## src/design/bsq_pkg.sv

```systemverilog
// Shared types and constants for the bounded sorted priority queue.
// No dependencies; imported by bsq_cell and bounded_sorted_priority_queue.
package bsq_pkg;

    localparam int PRIO_W = 32;
    localparam int CAP_W  = 5;

    localparam logic CMD_INSERT = 1'b0;
    localparam logic CMD_REMOVE = 1'b1;

    localparam logic [CAP_W-1:0] CAP_RESET = CAP_W'(16);

    // Broadcast from the controller to every cell in the chain
    typedef struct packed {
        logic ins_en;
        logic rem_en;
    } cell_ctrl_t;

endpackage

```

## src/design/bsq_cell.sv

```systemverilog
// One slot of the sorted chain: holds a priority and a tag, compares against
// the incoming priority and shifts toward or away from the head. Uses bsq_pkg.
module bsq_cell
    import bsq_pkg::*;
#(
    parameter int INDEX    = 0,
    parameter int TAG_BITS = 16,
    parameter int CNT_W    = 5
)
(
    input  logic                     clk,
    input  cell_ctrl_t               ctrl,
    input  logic [CNT_W-1:0]         count,
    input  logic signed [PRIO_W-1:0] new_prio,
    input  logic [TAG_BITS-1:0]      new_tag,
    input  logic                     left_open,
    input  logic signed [PRIO_W-1:0] left_prio,
    input  logic [TAG_BITS-1:0]      left_tag,
    input  logic signed [PRIO_W-1:0] right_prio,
    input  logic [TAG_BITS-1:0]      right_tag,
    output logic                     open,
    output logic signed [PRIO_W-1:0] prio,
    output logic [TAG_BITS-1:0]      tag
);

    logic signed [PRIO_W-1:0] prio_reg;
    logic signed [PRIO_W-1:0] prio_next;
    logic [TAG_BITS-1:0]      tag_reg;
    logic [TAG_BITS-1:0]      tag_next;
    logic                     occupied;

    assign occupied = CNT_W'(INDEX) < count;

    // Open: the new word belongs here or somewhere to the left
    assign open = !occupied || (new_prio >= prio_reg);

    always_comb
    begin
        prio_next = prio_reg;
        tag_next  = tag_reg;
        if (ctrl.ins_en)
        begin
            if (left_open)
            begin
                // make room: take the left neighbor's word
                prio_next = left_prio;
                tag_next  = left_tag;
            end
            else if (open)
            begin
                prio_next = new_prio;
                tag_next  = new_tag;
            end
        end
        else if (ctrl.rem_en)
        begin
            prio_next = right_prio;
            tag_next  = right_tag;
        end
    end

    always_ff @(posedge clk)
    begin
        prio_reg <= prio_next;
        tag_reg  <= tag_next;
    end

    assign prio = prio_reg;
    assign tag  = tag_reg;

endmodule

```

## src/design/bounded_sorted_priority_queue.sv

```systemverilog
// Top level of the bounded sorted priority queue: command decode, count and
// capacity registers, result register and a chain of bsq_cell. Uses bsq_pkg.
//
//  channel   signals                                   handshake
//  command   start, cmd, priority_req, task_tag        start && !busy
//  result    done, accepted, entry_count, is_empty_flag,
//            head_valid, head_tag, head_priority       done, one cycle
//  config    cfg_valid, cfg_ready, cfg_data            cfg_valid && cfg_ready
//
// One command per cycle: every cell compares and shifts in parallel, so the
// result appears the cycle after start and busy stays low.
// Reset clears the count to zero and capacity to 16; slot contents are not
// reset and are read only below the count.
// The result receiver cannot stall; each result is shown for one cycle.
module bounded_sorted_priority_queue
    import bsq_pkg::*;
#(
    parameter int QUEUE_DEPTH = 16,
    parameter int TAG_BITS    = 16
)
(
    input  logic                                 clk,
    input  logic                                 rst_n,
    input  logic                                 start,
    output logic                                 busy,
    input  logic                                 cmd,
    input  logic signed [PRIO_W-1:0]             priority_req,
    input  logic [TAG_BITS-1:0]                  task_tag,
    output logic                                 done,
    output logic                                 accepted,
    output logic [$clog2(QUEUE_DEPTH+1)-1:0]     entry_count,
    output logic                                 is_empty_flag,
    output logic                                 head_valid,
    output logic [TAG_BITS-1:0]                  head_tag,
    output logic signed [PRIO_W-1:0]             head_priority,
    input  logic                                 cfg_valid,
    output logic                                 cfg_ready,
    input  logic [CAP_W-1:0]                     cfg_data
);

    localparam int CNT_W = $clog2(QUEUE_DEPTH + 1);
    localparam int CMP_W = (CNT_W > CAP_W) ? CNT_W : CAP_W;

    logic [CAP_W-1:0] capacity_reg;
    logic [CNT_W-1:0] count_reg;
    logic [CNT_W-1:0] count_next;
    logic             done_reg;
    logic             accepted_reg;

    logic [CMP_W-1:0] cap_ext;
    logic [CMP_W-1:0] eff_cap;
    logic             cmd_take;
    logic             ins_ok;
    logic             rem_ok;
    cell_ctrl_t       ctrl;

    logic                     open_w [QUEUE_DEPTH];
    logic signed [PRIO_W-1:0] prio_w [QUEUE_DEPTH];
    logic [TAG_BITS-1:0]      tag_w  [QUEUE_DEPTH];

    assign busy      = 1'b0;
    assign cfg_ready = 1'b1;
    assign cmd_take  = start && !busy;

    // Capacity saturates at the chain length
    assign cap_ext = CMP_W'(capacity_reg);
    assign eff_cap = (cap_ext > CMP_W'(QUEUE_DEPTH)) ? CMP_W'(QUEUE_DEPTH) : cap_ext;
    assign ins_ok  = CMP_W'(count_reg) < eff_cap;
    assign rem_ok  = count_reg != '0;

    assign ctrl.ins_en = cmd_take && (cmd == CMD_INSERT) && ins_ok;
    assign ctrl.rem_en = cmd_take && (cmd == CMD_REMOVE) && rem_ok;

    always_comb
    begin
        count_next = count_reg;
        if (ctrl.ins_en)
            count_next = count_reg + CNT_W'(1);
        else if (ctrl.rem_en)
            count_next = count_reg - CNT_W'(1);
    end

    always_ff @(posedge clk or negedge rst_n)
    begin
        if (!rst_n)
        begin
            capacity_reg <= CAP_RESET;
            count_reg    <= '0;
            done_reg     <= 1'b0;
            accepted_reg <= 1'b0;
        end
        else
        begin
            if (cfg_valid && cfg_ready)
                capacity_reg <= cfg_data;
            count_reg    <= count_next;
            done_reg     <= cmd_take;
            accepted_reg <= ctrl.ins_en || ctrl.rem_en;
        end
    end

    genvar i;
    generate
        for (i = 0; i < QUEUE_DEPTH; i++)
        begin : g_cell
            logic                     l_open;
            logic signed [PRIO_W-1:0] l_prio;
            logic [TAG_BITS-1:0]      l_tag;
            logic signed [PRIO_W-1:0] r_prio;
            logic [TAG_BITS-1:0]      r_tag;

            if (i == 0)
            begin : g_head
                assign l_open = 1'b0;
                assign l_prio = '0;
                assign l_tag  = '0;
            end
            else
            begin : g_mid
                assign l_open = open_w[i-1];
                assign l_prio = prio_w[i-1];
                assign l_tag  = tag_w[i-1];
            end

            if (i == QUEUE_DEPTH - 1)
            begin : g_tail
                // hold: nothing to pull in past the end
                assign r_prio = prio_w[i];
                assign r_tag  = tag_w[i];
            end
            else
            begin : g_body
                assign r_prio = prio_w[i+1];
                assign r_tag  = tag_w[i+1];
            end

            bsq_cell #(
                .INDEX    (i),
                .TAG_BITS (TAG_BITS),
                .CNT_W    (CNT_W)
            ) u_cell (
                .clk        (clk),
                .ctrl       (ctrl),
                .count      (count_reg),
                .new_prio   (priority_req),
                .new_tag    (task_tag),
                .left_open  (l_open),
                .left_prio  (l_prio),
                .left_tag   (l_tag),
                .right_prio (r_prio),
                .right_tag  (r_tag),
                .open       (open_w[i]),
                .prio       (prio_w[i]),
                .tag        (tag_w[i])
            );
        end
    endgenerate

    assign done          = done_reg;
    assign accepted      = accepted_reg;
    assign entry_count   = count_reg;
    assign head_valid    = count_reg != '0;
    assign is_empty_flag = !head_valid;
    assign head_tag      = head_valid ? tag_w[0] : '0;
    assign head_priority = head_valid ? prio_w[0] : '0;

endmodule

```

## config.mk

```make
export PLATFORM = sky130hd
export DESIGN_NAME = bounded_sorted_priority_queue
export DESIGN_NICKNAME = d
export VERILOG_FILES = /design/src/design/bsq_pkg.sv /design/src/design/bsq_cell.sv /design/src/design/bounded_sorted_priority_queue.sv
export SDC_FILE = /design/constraint.sdc
export NUM_CORES = 2
export LEC_CHECK = 0
export ABC_AREA = 1
export BUFFER_PORTS_ARGS = -buffer_cell sky130_fd_sc_hd__clkbuf_2
export CORE_ASPECT_RATIO = 2
export CORE_MARGIN = 2
export CORE_UTILIZATION = 50
export CTS_BUF_LIST = sky130_fd_sc_hd__clkbuf_8 sky130_fd_sc_hd__clkbuf_16
export CTS_CLUSTER_DIAMETER = 100
export DETAILED_ROUTE_END_ITERATION = 10
export GPL_ROUTABILITY_DRIVEN = 0
export PLACE_DENSITY = 0.66
export SLEW_MARGIN = 10
export SYNTH_ARGS = -nofsm -noshare
export SYNTH_HDL_FRONTEND = slang
export SYNTH_SLANG_ARGS = --single-unit
export TNS_END_PERCENT = 5
```

## constraint.sdc

```tcl
create_clock -name clk -period 13.9 [get_ports clk]
set_input_delay 2.78 -clock clk [delete_from_list [all_inputs] [get_ports clk]]
set_output_delay 2.78 -clock clk [all_outputs]
set_load 0.01 [all_outputs]
```

; ---- Yosys cells after proc, flatten, opt, wreduce, memory -nomap -nowiden
; Index checks and enable logic that the tools add are counted.
[word_totals]
regBits = 780
out_inout_bits = 59
wordCells = 272
[classes]
addsub = 2
magnitude_cmp = 34
eq_ne = 15
mux = 127
bitwise_logic = 1
reduce_logical = 57
[ops]
columns = op, n
row1 = $mux W32, 62
row2 = $mux W16, 62
row3 = $ge A32 B32 Y1, 16
row4 = $ne A3 B1 Y1 const B, 14
row5 = $lt A4 B5 Y1 const A, 8
row6 = $reduce_and A2 Y1, 16
row7 = $lt A3 B5 Y1 const A, 4
row8 = $logic_not A1 Y1, 17
row9 = $logic_or A1 B1 Y1, 17
row10 = $mux W5, 3
row11 = $lt A1 B5 Y1 const A, 2
row12 = $lt A2 B5 Y1 const A, 2
row13 = $add A5 B1 Y5 const B, 1
row14 = $gt A5 B5 Y1 const B, 1
row15 = $lt A5 B5 Y1, 1
row16 = $reduce_bool A5 Y1, 1
row17 = $sub A5 B1 Y5 const B, 1
row18 = $logic_and A1 B1 Y1, 4
row19 = $reduce_bool A2 Y1, 2
row20 = $ne A2 B1 Y1 const B, 1
row21 = $not A1 Y1, 1

; ---- Depth between registers and ports, before layout
[depth]
word_depth = 6
depth_mapped = 21

; ---- Cells and area by module
; From an unflattened synthesis, not the netlist that was laid out.
[hier_totals]
hier_cells = 6791
area_unflattened_um2 = 54029.3
[modules_own_cells]
columns = module, instances, cells_each, area_per_inst_um2, seq_area_each_um2
row1 = bsq_cell (g_cell[0].u_cell ...), 5, 413, 3306.9, 1441.4
row2 = bsq_cell (g_cell[13].u_cell ...), 2, 412, 3313.2, 1441.4
row3 = bsq_cell (g_cell[11].u_cell ...), 2, 412, 3299.4, 1441.4
row4 = bsq_cell (g_cell[6].u_cell), 1, 413, 3313.2, 1441.4
row5 = bsq_cell (g_cell[8].u_cell), 1, 413, 3305.7, 1441.4
row6 = bsq_cell (g_cell[15].u_cell), 1, 411, 3304.4, 1441.4
row7 = bsq_cell (g_cell[14].u_cell), 1, 412, 3303.2, 1441.4
row8 = bsq_cell (g_cell[9].u_cell), 1, 417, 3301.9, 1441.4
row9 = bsq_cell (g_cell[1].u_cell), 1, 412, 3300.7, 1441.4
row10 = bsq_cell (g_cell[7].u_cell), 1, 412, 3298.2, 1441.4
row11 = bounded_sorted_priority_queue, 1, 188, 1142.3, 301.5

; ---- Worst setup path before layout
; No wires, ideal clock.
[synth_path]
kind = input-to-reg
from = in priority_req[0]
to = reg g_cell[1].u_cell.prio_reg[0] (enable)
setup_ps = 520
t_arrival_ps = 8097
required_time_ps = 13380
path_slack_ps = 5283
cell_stages = 18
path_buffers = 2
cell_sequence = inv_1 > clkbuf_1 > ha_1 > inv_1 > nand2_1 > nand2_1 > nand2_1 > nand2_1 > nand2_1 > nand2_1 > nand2_1 > nand2_1 > nand2_1 > nand3_1 > nand3_1 > buf_4 > nor2_1 > o21ai_0
[synth_via]
elab_chain_len = 4
elab_cells_between_ends = 6
classes_between = order compare (2) / eq/ne (1) / reduce/logical (3)
[synth_lines]
columns = item, line
row1 = "start, declared", bounded_sorted_priority_queue.sv:27  ; input logic signed [PRIO_W-1:0] priority_req,
row2 = $ge A32 B32 Y1, bsq_cell.sv:35  ; assign open = !occupied || (new_prio >= prio_reg);
row3 = $logic_or A1 B1 Y1, bsq_cell.sv:35
row4 = $ne A3 B1 Y1 (no line) (*), --
row5 = $reduce_and A2 Y1 (no line) (*), --
row6 = "end signal, assigned", bsq_cell.sv:64  ; prio_reg <= prio_next;
row7 = "end, declared", bsq_cell.sv:26  ; logic signed [PRIO_W-1:0] prio_reg;
; Mark *: on every way between the ends. The rest lies on a longest branch, timed or not.
; A chain may end at the register's enable or synchronous reset.

; ---- Worst setup path in the final report
[layout_path]
from = in priority_req[31]
to = reg g_cell[8].u_cell.tag_reg[15] (enable)
[layout_via]
elab_chain_len = 4
elab_cells_between_ends = 6
classes_between = order compare (2) / eq/ne (1) / reduce/logical (3)
[layout_lines]
columns = item, line
row1 = $ge A32 B32 Y1, bsq_cell.sv:35
row2 = $logic_or A1 B1 Y1, bsq_cell.sv:35
row3 = $ne A3 B1 Y1 (no line) (*), --
row4 = $reduce_and A2 Y1 (no line) (*), --
row5 = "end signal, assigned", bsq_cell.sv:65  ; tag_reg <= tag_next;
row6 = "end, declared", bsq_cell.sv:28  ; logic [TAG_BITS-1:0] tag_reg;
; Marked as above.

==> results_dict.tcl <==
set metrics [dict create \
    drive_gt1_share_pct 5.26 \
    ys_warn_count 0 \
    critical-path-max-stage-delay_ns 1.08 \
    cp.required_ns 14.29 \
    fin_crit_ns 7.70 \
    n_fill_cell 10944 \
    ys_seq_elements 780 \
    via_per_inst 5.65 \
    synth_flop_cell "edfxtp_1" \
    drt-wirelength-per-cell_um 19.0 \
    dp_hpwl_mm 126 \
    nets 7988 \
    outcome "complete, no violations" \
    layout_common_cells "nand2_1 (2754), inv_1 (990), edfxtp_1 (768)" \
    wirelength_met1_mm 64.3 \
    crit_type "input pin to register" \
    skew_ns 0.0281 \
    synth_edf_count 768 \
    crit_family "simple AND/OR/NAND/NOR gates" \
    multi_input_area_um2 28700 \
    crit_cells 12 \
    overflow 0 \
    drt_iter0_drc 3831 \
    drv_slew 0 \
    avgSynthCellArea_um2 7.56 \
    power_uw 15400 \
    holdBufCountCts 0 \
    topRoutingLayerUsed "met4" \
    syn_nets 8216 \
    initial_utilization_pct 50.3 \
    largest_reg_flops 512 \
    grt_pass1_wl_mm 273 \
    post-route-util_pct 53.5 \
    crit_fanout 49 \
    worstHoldPathCells 2 \
    ioPinCount 117 \
    fp.dieH_um 485 \
    syn_to_final_growth_pct 6.18 \
    end_kind "register" \
    cts_resized 0 \
    worst_pin_slew_ns 1.30 \
    seq_area_frac_synth_pct 40.5 \
    rsz0062_at_grt "no" \
    finalCritPeriodShare_pct 55.4 \
    hold_path.class "register to register" \
    cp.arrival_ns 8.09 \
    ant_nets 0 \
    critPathSlowestCell "nand3_2" \
    routed-wl-met3_mm 8.10 \
    final_cell_count_no_fill 8984 \
    dr_wl_met2_mm 87.5 \
    synth_cells 7639 \
    cts-root-buf "clkbuf_16" \
    cts_post_setup_buffers_inserted 0 \
    clk_latency_ns 0.70 \
    placeableCoreArea_um2 115000 \
    setup_viol 0 \
    maxCapViolations 0 \
    cts_tree "built" \
    portBuffers 114 \
    final_common_cell "nand2_1" \
    async_flop_share_pct 1.54 \
    clock.fmax_mhz 130 \
    die-area_um2 118000 \
    grt_usage_pct 28.6 \
    htree_num_levels 3 \
    regArea_um2 23400 \
    max_slew_margin_pct 12.4 \
    dr.pass1.iters 6 \
    crit_path_start_kind "input pin" \
    synth_area_um2 57800 \
    routed_wl_mm 171 \
    fin_tns_setup_ns 0 \
    finalHoldViolations 0 \
    grt_max_degree 214 \
    clock-sinks 780 \
    yosysUniqueCellTypes 51 \
    antenna_found_initial 2 \
    place_inst 8845 \
    grt_pass1_vias 51734 \
    powerDensity_nw_per_um2 251 \
    crit_chain "clkbuf_2 -> ha_1 -> nand2_1 -> nor2_1 -> nand2_1 -> nor4_2 -> nand2_1 -> nand3_2 -> nand3_2 -> o21ai_0 -> nand2_2 -> buf_4" \
    drc 0 \
    route.vias.total 50724 \
    worstRegToRegCells 15 \
    cts_buffer_depth 3 \
    die_w_um 244 \
    crit_top_cell "nand2_1" \
    cts_buffers 77 \
    path_buf_inv 2 \
    p_leak_uw 0.0306 \
    vdd_drop_max_mv 0.288 \
    row_count 176 \
    path_clk_slew_ns 0.06 \
]
where the power goes:
| group | internal [uW] | leakage [uW] | switching [uW] |
|---|---|---|---|
| sequential | 4350 | 0.00759 | 558 |
| clock | 1160 | 0.00128 | 997 |
| combinational | 2490 | 0.0217 | 5870 |
| total | 8000 | 0.0306 | 7420 |
worst min-delay path: stages, from the launching register on:
cell	delay, ns
edfxtp_1	0.32
nand2_1	0.05
nand2_1	0.05
worst paths after layout:
path	from	endpoint	slack [ns]
hold reg to reg	g_cell[15].u_cell.tag[3]	g_cell[14].u_cell.tag[3]	0.52
hold / removal	g_cell[15].u_cell.tag[3]	g_cell[14].u_cell.tag[3]	0.52
setup reg to reg	cap_ext[0]	g_cell[9].u_cell.tag[4]	6.85
setup / recovery	priority_req[31]	g_cell[8].u_cell.tag[15]	6.20
min in group asynchronous	rst_n	done	2.04
max in group asynchronous	rst_n	cap_ext[4]	11.46
metrics by stage:
stage | cell area (um^2) | setup WS, ns | hold WS (ns)
after floorplan | 57800 | 5.28 | 0.492
final | 61300 | 6.20 | 0.522
after CTS | 61300 | 6.28 | 0.523
after detailed placement | 58900 | 5.56 | 0.506
after global placement | 58900 | 5.65 | 0.497
after global routing | 61300 | 5.88 | 0.555
kinds of logic after synthesis:
kind of cell               Yosys count  synth area share, %
DFF                                780                 40.5
AOI/OAI and AO/OA                  436                 4.10
xor gates and xnor gates             6               0.0910
other                                2               0.0130
and+or+nand+nor                   4405                 33.6
muxes                                4               0.0780
buffers and inverters             1487                 10.4
adders and majority gates          519                 11.2
Yosys cell counts, types with 2 or more instances:
cell / instances / area, um^2
o21a_1: 27 / 203
buf_4: 34 / 255
o21ai_0: 142 / 711
nor2_1: 168 / 631
nor4_1: 3 / 18.8
nor2_2: 2 / 12.5
clkbuf_1: 221 / 830
nand2_2: 3 / 18.8
a21boi_2: 2 / 22.5
nor4_2: 7 / 87.6
nand3_1: 727 / 3640
o21bai_1: 4 / 30.0
nand4_1: 707 / 4420
conb_1: 2 / 7.51
a31oi_1: 2 / 12.5
mux2_2: 4 / 45.0
nor3_1: 4 / 20.0
inv_2: 5 / 18.8
nand3b_1: 2 / 15.0
buf_2: 189 / 946
ha_1: 519 / 6490
nand2_1: 2764 / 10400
a21oi_2: 4 / 35.0
nand3_2: 13 / 130
a21o_1: 15 / 113
buf_1: 58 / 218
buf_6: 7 / 78.8
dfrtp_1: 11 / 275
o221ai_1: 2 / 17.5
inv_1: 971 / 3640
a21boi_1: 2 / 15.0
edfxtp_1: 768 / 23100
a21oi_1: 228 / 1140
xor2_1: 5 / 43.8
layer usage:
layer / track usage [%] / up-vias
met1: 31.4 / 23603
met5: 0 / -
met4: 18.0 / 0
met3: 3.04 / 438
met2: 52.2 / 1620
li1: - / 25063
area by class of cell:
type / instances / area share [%]
Clock inverter: 60 / 0.816
Multi-Input combinational cell: 5372 / 46.7
Inverter: 977 / 5.99
Antenna cell: 1 / 0.00408
Clock buffer: 78 / 3.18
Sequential cell: 780 / 38.1
Tap cell: 1513 / 3.09
Timing Repair Buffer: 203 / 2.08
Power figures use the tool's default switching activity.
